<file path="config.mk">
export PLATFORM = sky130hd
export DESIGN_NAME = bmhq_ram
export DESIGN_NICKNAME = d
export VERILOG_FILES = /design/src/design/binary_min_heap_queue_core_macros.svh /design/src/design/bmhq_ram.sv
export SDC_FILE = /design/constraint.sdc
export NUM_CORES = 1
export LEC_CHECK = 0
export BUFFER_PORTS_ARGS = -buffer_cell sky130_fd_sc_hd__buf_2
export CAP_MARGIN = 10
export CORE_ASPECT_RATIO = 0.9
export CORE_MARGIN = 3
export CORE_UTILIZATION = 56
export DETAILED_ROUTE_END_ITERATION = 6
export GPL_ROUTABILITY_DRIVEN = 1
export HOLD_SLACK_MARGIN = 0.12
export PLACE_DENSITY = 0.74
export SYNTH_ARGS = -nofsm -noshare
export SYNTH_HDL_FRONTEND = slang
export SYNTH_SLANG_ARGS = --single-unit
</file>
<file path="constraint.sdc">
create_clock -name clk_i -period 2.42 [get_ports clk_i]
set_input_delay 0.484 -clock clk_i [delete_from_list [all_inputs] [get_ports clk_i]]
set_output_delay 0.484 -clock clk_i [all_outputs]
set_load 0.05 [all_outputs]
</file>
<file path="src/design/binary_min_heap_queue_core_macros.svh">
// ----------------------------------------------------------------------------
// binary_min_heap_queue_core_macros.svh
// Assertion helpers for the heap queue core; empty under synthesis.
// ----------------------------------------------------------------------------
`ifndef BINARY_MIN_HEAP_QUEUE_CORE_MACROS_SVH
`define BINARY_MIN_HEAP_QUEUE_CORE_MACROS_SVH

`ifndef SYNTHESIS
// Same-cycle implication, disabled during reset.
`define BMHQ_ASSERT_IMPL(lbl, clk, rstn, ante, cons, msg) \
  lbl: assert property (@(posedge clk) disable iff (!rstn) (ante) |-> (cons)) \
    else $error(msg);
// Next-cycle implication, disabled during reset.
`define BMHQ_ASSERT_NEXT(lbl, clk, rstn, ante, cons, msg) \
  lbl: assert property (@(posedge clk) disable iff (!rstn) (ante) |=> (cons)) \
    else $error(msg);
`else
`define BMHQ_ASSERT_IMPL(lbl, clk, rstn, ante, cons, msg)
`define BMHQ_ASSERT_NEXT(lbl, clk, rstn, ante, cons, msg)
`endif

`endif

</file>
<file path="src/design/bmhq_ram.sv">
// ----------------------------------------------------------------------------
// bmhq_ram
// Generic simple dual-port RAM: one write port, one registered read port.
// ----------------------------------------------------------------------------
module bmhq_ram #(
  parameter int WIDTH = 8,
  parameter int DEPTH = 16,
  localparam int AW = (DEPTH > 1) ? $clog2(DEPTH) : 1
) (
  input  logic             clk_i,
  input  logic             we_i,
  input  logic [AW-1:0]    waddr_i,
  input  logic [WIDTH-1:0] wdata_i,
  input  logic             re_i,
  input  logic [AW-1:0]    raddr_i,
  output logic [WIDTH-1:0] rdata_o
);

  logic [WIDTH-1:0] mem_q [DEPTH];
  logic [WIDTH-1:0] rdata_q;

  // Write port
  always_ff @(posedge clk_i) begin
    if (we_i) begin
      mem_q[waddr_i] <= wdata_i;
    end
  end

  // Read port, registered
  always_ff @(posedge clk_i) begin
    if (re_i) begin
      rdata_q <= mem_q[raddr_i];
    end
  end

  assign rdata_o = rdata_q;

endmodule

</file>
==> results of run 1 <==
Yosys cell counts:
| cell type | count | area share |
|---|---|---|
| a22oi_1 | 16 | 0.023 |
| and2_1 | 1 | 0.0012 |
| and2b_1 | 1 | 0.0014 |
| buf_2 | 3 | 0.0029 |
| buf_4 | 1 | 0.0014 |
| buf_6 | 3 | 0.0065 |
| clkdlybuf4s25_2 | 3 | 0.0057 |
| edfxtp_1 | 136 | 0.78 |
| mux4_1 | 14 | 0.070 |
| mux4_2 | 18 | 0.078 |
| nand2_1 | 9 | 0.0065 |
| nand2b_1 | 2 | 0.0024 |
| nand3_1 | 1 | 0.00096 |
| nand3b_1 | 2 | 0.0029 |
| nor2_1 | 13 | 0.0093 |
| nor2b_1 | 1 | 0.0012 |
| nor3_1 | 4 | 0.0038 |
| or3b_2 | 1 | 0.0017 |
final timing paths:
check	end	slack, ns	cells after the start
max	rdata_o[3]	0.74	1
min	rdata_o[1]	0.35	1
max reg2reg	rdata_o[5]	0.89	3
min reg2reg	rdata_o[1]	0.74	3
power breakdown:
| group | internal, mW | switching (mW) |
|---|---|---|
| sequential | 2.66 | 0.0156 |
| clock | 1.66 | 0.873 |
| combinational | 0.107 | 0.172 |
cells in the final DEF (no fill, tap or decap):
cell / synthesis / final
a22oi_1: 16 / 16
and2_1: 1 / 1
and2b_1: 1 / 1
buf_12: 0 / 3
buf_2: 3 / 26
buf_4: 1 / 17
bufinv_16: 0 / 4
clkbuf_1: 0 / 5
clkbuf_16: 0 / 16
clkbuf_8: 0 / 1
clkinv_1: 0 / 1
clkinv_2: 0 / 4
clkinvlp_4: 0 / 1
edfxtp_1: 136 / 136
mux4_1: 14 / 14
mux4_2: 18 / 18
nand2_1: 9 / 9
nand2b_1: 2 / 2
nand3_1: 1 / 1
nand3b_1: 2 / 2
nor2_1: 13 / 13
nor2b_1: 1 / 1
nor3_1: 4 / 4
or3b_2: 1 / 1
per-stage QoR:
stage / hold slack, ns / instances / setup WS [ns] / power, mW / util
3_5_place_dp: 0.730 / 384 / 0.272 / 3.00 / 0.637
5_1_grt: 0.333 / 416 / 0.692 / 5.66 / 0.703
6_report: 0.355 / 416 / 0.735 / 5.48 / 0.703
2_1_floorplan: 0.583 / 229 / 0.443 / 2.89 / -
4_1_cts: 0.329 / 416 / 0.716 / 5.53 / 0.703
3_3_place_gp: 0.719 / 384 / 0.308 / 2.99 / 0.637
layout make-up:
class	count	share of cell area
sequential	136	0.660
clock inverter	10	0.0244
clock buffer	22	0.0699
tap	119	0.0240
timing repair buffer	46	0.0513
multi-input combinational	83	0.171
flip-flops by register name (all words and copies together) (netlist names):
| register | count |
|---|---|
| mem_q | 128 |
| rdata_o | 8 |
cells by family after synthesis:
| logic type | Yosys count |
|---|---|
| buf+inv | 10 |
| compound gates | 16 |
| mux | 32 |
| flops | 136 |
| simple gates | 35 |
metal layers:
metal | up-vias | part of all wire | track usage
met5 | - | 0 | 0
met4 | 0 | 0.0062 | 0.0495
met3 | 4 | 0.087 | 0.0738
met2 | 97 | 0.51 | 0.306
met1 | 1274 | 0.40 | 0.296
li1 | 1091 | - | -
==> reports/summary.txt, run 1 <==
GRT overflow: 0
Finished Cell Area: 6190 um2
Synth Area in XOR/XNOR: 0
Synth unique cells: 18
Hold Startpoint: re_i
Minimum clock period: 1.68 ns
Area share of and/or/nand/nor cells after synthesis: 0.0314
Yosys warnings: 0
Iter 0 DRT Violations: 202
Core footprint: 8810 um2
Largest net degree at the start of global routing: 33
Routed WL: 9720 um
Antenna violations before repair: 0
DIE AREA: 10,500 um2
Cells after synthesis: 229
Mux cell area share after synthesis: 0.148
Top delay family on crit path: flip-flops
Worst-Skew Late Latency: 0.52 ns
Clock Skews: 0.0118 ns
Status: complete, no violations
Slew of the pin with the lowest slew margin: 0.668 ns
Root Buffer: clkbuf_8
Cells along the critical path: buf_2
Die extent in y: 97.7 um
Via count: 2,466
Cts bufs inserted: 17
RD Place Congestion: 0.744
Pins Over Slew Limit: 0
# rows: 32
Worst Path Buf+Inv: 1
Reg area: 4080 um2
Max-cap violations: 0
Die X: 108 um
CTS resizes: 0
HPWL after DPL: 5930 um
CP startpoint kind: register
Vias in the first global route: 2,560
Drt pass-1 iters: 5
Worst Setup End Kind: primary output
Post-DP Area: 5610 um2
Area occupied by multi-input gates: 1060 um2
PortBufs: 26
N_diodes: 0
Filler cell count: 547
Post-synthesis sequential area ratio: 0.781
CP max stage cell: edfxtp_1
Final #Nets: 303
Period Utilization, post-route: 0.696
Critical path startpoint: rdata_o[3]
Peak supply drop: 837 uV
Avg Cell Area, Syn: 22.8 um2
DRC: 0
Critical Path Max Stage Delay: 0.40 ns
Compound-Gate Fraction of Synth Area: 0.0230
Clk buf depth: 2
CTS tree: built
P&R area growth vs syn: 18.5%
Final ANT Viol Nets: 0
Leakage: 2.11 nW
Number of setup violations in the final report: 0
Fin Setup TNS: 0 ns
Worst R2R Start: mem_q[1][5]
Setup Crit Path Kind: reg2out
WL/cell: 23.4 um
Worst min path class: in2reg
FMAX: 594 MHz
CP arrival: 1.20 ns
First-pass GRT wire length: 15,000 um
H-Tree Depth: 4
Vias per cell: 5.93
Initial core utilization: 0.593
Crit-path max FO: 1
Crit path required time: 1.94 ns
Synthesized area: 5230 um2
CTS Hold Bufs: 0
#FFs+latches synth: 136
Clk sink count: 136
Setup Fix Bufs, Post-CTS: 0
GR Util All Layers: 0.205
Worst slew margin: 0.553
Clk slew on worst S/H paths: 0.06 ns
Share of post-route cells with drive strength above 1: 0.306
Hold Fails Final Rpt: 0
RSZ-0062 raised after global routing: no
Adder-cell share of the synthesized area: 0
Largest family of logic cells by synthesized area: multiplexers
Ports: 27
Pwr Density: 886 nW/um2
Mapped Nets: 248
Power figures use the tool's default switching activity.
==> run 2: changes to the inputs <==
==> constraint.sdc (replaced) <==
create_clock -name clk_i -period 1.7 [get_ports clk_i]
set_input_delay 0.34 -clock clk_i [delete_from_list [all_inputs] [get_ports clk_i]]
set_output_delay 0.34 -clock clk_i [all_outputs]
set_load 0.05 [all_outputs]
==> run 2 against run 1 <==
Effect of this change: sequential power increased by 42%; combinational power rose by 46%; critical endpoint is now rdata_o[0]; global-route usage up 0.33 points; hold slack worse by 0.14 ns.
==> reports/summary.txt, run 2 (same netlist as run 1, synthesis figures left out) <==
Most common cell after layout, fill and taps aside: edfxtp_1
Placed cells: 388
Drt pass-1 iters: 4
CTS Hold Bufs: 0
Hold Fails Final Rpt: 0
Non-filler cells, final: 420
Clk sink count: 136
GR Util All Layers: 0.209
Min setup slack post-route: 0.123 ns
Pins Over Slew Limit: 0
CTS resizes: 0
CP startpoint kind: register
Dpl ws: -0.261 ns
Max reg flops: 128
Minimum clock period: 1.58 ns
Crit-path max FO: 1
Peak supply drop: 718 uV
Critical Path Max Stage Delay: 0.50 ns
FMAX: 634 MHz
CP max stage cell: mux4_1
DIE AREA: 10,500 um2
Commonest cells after routing, fill and taps aside: edfxtp_1, buf_2, buf_4
Hold WS: 0.219 ns
Initial core utilization: 0.593
Max-cap violations: 0
GRT overflow: 0
Slew of the pin with the lowest slew margin: 0.729 ns
# rows: 32
Worst-Skew Late Latency: 0.50 ns
Vias in the first global route: 2,619
Root Buffer: clkbuf_8
Iter 0 DRT Violations: 239
Setup Fix Bufs, Post-CTS: 0
Pwr Density: 1290 nW/um2
Cts bufs inserted: 17
Largest net degree at the start of global routing: 21
Clk buf depth: 2
Period Utilization, post-route: 0.928
CP arrival: 1.81 ns
Routed WL: 9840 um
Status: complete, no violations
PortBufs: 26
WL/cell: 23.4 um
Post-DP Area: 5630 um2
Setup Crit Path Kind: reg2reg
Largest Register: mem_q
Die extent in y: 97.7 um
Clk slew on worst S/H paths: 0.06 ns
Core Util, Final: 0.712
Core footprint: 8810 um2
First-pass GRT wire length: 15,600 um
Vias per cell: 5.99
Worst Setup End Kind: register
Fin Setup TNS: 0 ns
Final #Nets: 307
Total chip power: 8.10 mW
Cells along the critical path: mux4_1 -> a22oi_1 -> nand2_1
RSZ-0062 raised after global routing: no
HPWL after DPL: 6140 um
Number of setup violations in the final report: 0
Antenna violations before repair: 0
N_diodes: 0
Leakage: 2.15 nW
CTS tree: built
Ports: 27
Worst slew margin: 0.513
Via count: 2,517
Share of post-route cells with drive strength above 1: 0.332
Worst min path class: in2reg
Finished Cell Area: 6270 um2
RD Place Congestion: 0.750
Die X: 108 um
Crit path required time: 1.93 ns
DRC: 0
Final ANT Viol Nets: 0
H-Tree Depth: 4
Clock Skews: 0.00942 ns
P&R area growth vs syn: 20.0%
-- run 2: cell types whose count changed in the layout (fill, tap and decap cells not counted), moves of 2 or more --
cell	before	now
clkinv_4	0	5
clkinv_2	4	0
buf_4	17	22
clkbuf_1	5	1
inv_6	0	2
-- run 2: layout make-up --
cell class | instances | area [um2]
Clock inverter | 14 | 223
Clock buffer | 18 | 418
Multi-Input combinational cell | 83 | 1060
Fill cell | 532 | 2540
Tap cell | 119 | 149
Timing Repair Buffer | 50 | 335
Sequential cell | 136 | 4080
-- run 2: path summary, 6_finish.rpt --
path | start | endpoint | slack (ns) | depth (start not counted)
min reg2reg | mem_q[8][1] | rdata_o[1] | 0.76 | 3
max | mem_q[1][0] | rdata_o[0] | 0.12 | 3
max reg2reg | mem_q[1][0] | rdata_o[0] | 0.12 | 3
min | re_i | rdata_o[0] | 0.22 | 1
-- run 2: layer usage --
metal / track usage / share of wire
met1: 0.314 / 0.43
met5: 0 / 0
met2: 0.292 / 0.47
met4: 0.0670 / 0.021
met3: 0.0704 / 0.079
-- run 2: critical path: cells and delay by family (launching register included) --
| kind | cells | cell delay [ns] |
|---|---|---|
| muxes | 1 | 0.50 |
| DFF | 1 | 0.35 |
| AOI/OAI and AO/OA | 1 | 0.30 |
| and+or+nand+nor | 1 | 0.16 |
-- run 2: report_power, final --
part	switching, mW	total [mW]	internal (mW)	leakage (nW)
combinational	0.252	0.407	0.155	0.608
clock	1.34	3.89	2.55	0.308
sequential	0.0209	3.80	3.78	1.24
total	1.62	8.10	6.48	2.15
==> run 3: changes to the inputs <==
==> constraint.sdc (replaced) <==
create_clock -name clk_i -period 1.75 [get_ports clk_i]
set_input_delay 0.35 -clock clk_i [delete_from_list [all_inputs] [get_ports clk_i]]
set_output_delay 0.35 -clock clk_i [all_outputs]
set_load 0.05 [all_outputs]
==> run 3 against run 2 <==
Effect of this change: critical path depth did not move; die area did not move; cell count rose by 0.24%; critical endpoint unchanged; sequential share of layout area rose by 0.96 points; non-clock buffer count rose by 1; maximum frequency fell by 0.69%; largest cell class unchanged; register-to-register slack improved by 0.04 ns; final area fell by 1.5%; hold slack got worse by 0.0064 ns; flip-flop and latch count did not move; via count rose by 1.3%.
==> reports/summary.txt, run 3 (same netlist as run 1, synthesis figures left out) <==
Switching Fraction: 0.221
CP startpoint kind: register
RSZ-0062 raised after global routing: no
Root Buffer: clkbuf_8
Cell Int Power: 5.71 mW
# rows: 32
Filler cell count: 553
Worst-Skew Late Latency: 0.52 ns
Max reg flops: 128
Setup Crit Path Kind: reg2reg
Cells along the critical path: mux4_1 -> a22oi_1 -> nand2_1
Die extent in y: 97.7 um
Clock Skews: 0.00668 ns
Max-cap violations: 0
Clk network pwr share: 0.442
Iter 0 DRT Violations: 208
Core footprint: 8810 um2
PortBufs: 26
Clk slew on worst S/H paths: 0.06 ns
Period Utilization, post-route: 0.907
Top delay family on crit path: multiplexers
HPWL after DPL: 6120 um
Final ANT Viol Nets: 0
Die X: 108 um
Clk buf depth: 2
Ports: 27
GRT overflow: 0
CTS Hold Bufs: 0
Crit-path max FO: 1
RD Place Congestion: 0.755
N_diodes: 0
Antenna violations before repair: 0
Pwr Density: 1180 nW/um2
Most common cell after layout, fill and taps aside: edfxtp_1
Crit path required time: 1.99 ns
Finished Cell Area: 6180 um2
CP arrival: 1.83 ns
Reg2reg path depth: 3
FMAX: 630 MHz
Leakage: 2.10 nW
WP depth: 3
Worst min path class: in2reg
Worst Path Buf+Inv: 0
Critical Path Max Stage Delay: 0.50 ns
Vias in the first global route: 2,614
Drt pass-1 iters: 5
CTS resizes: 0
Cts bufs inserted: 17
GR Util All Layers: 0.211
Pins Over Slew Limit: 0
Hold depth: 1
CP max stage cell: mux4_1
CTS tree: built
DIE AREA: 10,500 um2
Comb pwr share: 0.054
Routed WL: 10,200 um
Minimum clock period: 1.59 ns
Largest net degree at the start of global routing: 21
WL/cell: 24.3 um
Initial core utilization: 0.593
Worst slew margin: 0.535
Via count: 2,549
Psw: 1.62 mW
Post-DP Area: 5640 um2
Status: complete, no violations
Vias per cell: 6.05
Worst Setup End Kind: register
Peak supply drop: 809 uV
Clk sink count: 136
Reg power frac: 0.504
H-Tree Depth: 4
Commonest cells after routing, fill and taps aside: edfxtp_1, buf_2, buf_4
DRC: 0
Hold Fails Final Rpt: 0
Share of post-route cells with drive strength above 1: 0.334
Hold WS: 0.213 ns
Largest Register: mem_q
Slew of the pin with the lowest slew margin: 0.695 ns
Setup Fix Bufs, Post-CTS: 0
First-pass GRT wire length: 15,600 um
P&R area growth vs syn: 18.2%
Number of setup violations in the final report: 0
Final #Nets: 308
## run 3: changes by cell type in the layout (fill, tap and decap cells not counted), sizes merged
| cell | delta |
|---|---|
| buf | +1 |
| clkinvlp | +5 |
| clkinv | -2 |
| bufinv | -4 |
| inv | +1 |
## run 3: power groups by stage
stage | Clock [mW] | Combinational (mW) | Sequential (mW)
6_report | 3.23 | 0.399 | 3.69
5_1_grt | 3.44 | 0.427 | 3.70
4_1_cts | 3.27 | 0.402 | 3.69
3_5_place_dp | 0 | 0.398 | 3.76
3_3_place_gp | 0 | 0.389 | 3.75
2_1_floorplan | 0 | 0.185 | 3.81
## run 3: final cells by class
cell class / instances / area (um2) / area share
Clock buffer: 18 / 418 / 0.0676
Clock inverter: 14 / 124 / 0.0200
Multi-Input combinational cell: 83 / 1060 / 0.172
Sequential cell: 136 / 4080 / 0.661
Tap cell: 119 / 149 / 0.0241
Timing Repair Buffer: 51 / 343 / 0.0555
## run 3: final timing paths
kind	from	to	slack [ns]
min reg2reg	mem_q[11][3]	rdata_o[3]	0.76
min	re_i	rdata_o[5]	0.21
max	mem_q[0][0]	rdata_o[0]	0.16
max reg2reg	mem_q[0][0]	rdata_o[0]	0.16
## run 3: metrics by stage
step | utilization | total power, mW | setup slack (ns) | setup TNS [ns] | instances
2_1_floorplan | - | 3.99 | 0.118 | 0 | 229
5_1_grt | 0.702 | 7.56 | 0.106 | 0 | 421
3_5_place_dp | 0.640 | 4.16 | -0.203 | -1.13 | 389
6_report | 0.702 | 7.32 | 0.162 | 0 | 421
4_1_cts | 0.702 | 7.36 | 0.177 | 0 | 421
3_3_place_gp | 0.640 | 4.14 | -0.180 | -1.04 | 389
## run 3: layer usage
metal  global-route usage  vias to the layer above  part of all wire
li1                     -                     1108                 -
met1                0.317                     1311              0.45
met2                0.296                      124              0.48
met3               0.0664                        6             0.067
met4               0.0777                        0             0.011
met5                    0                        -                 0
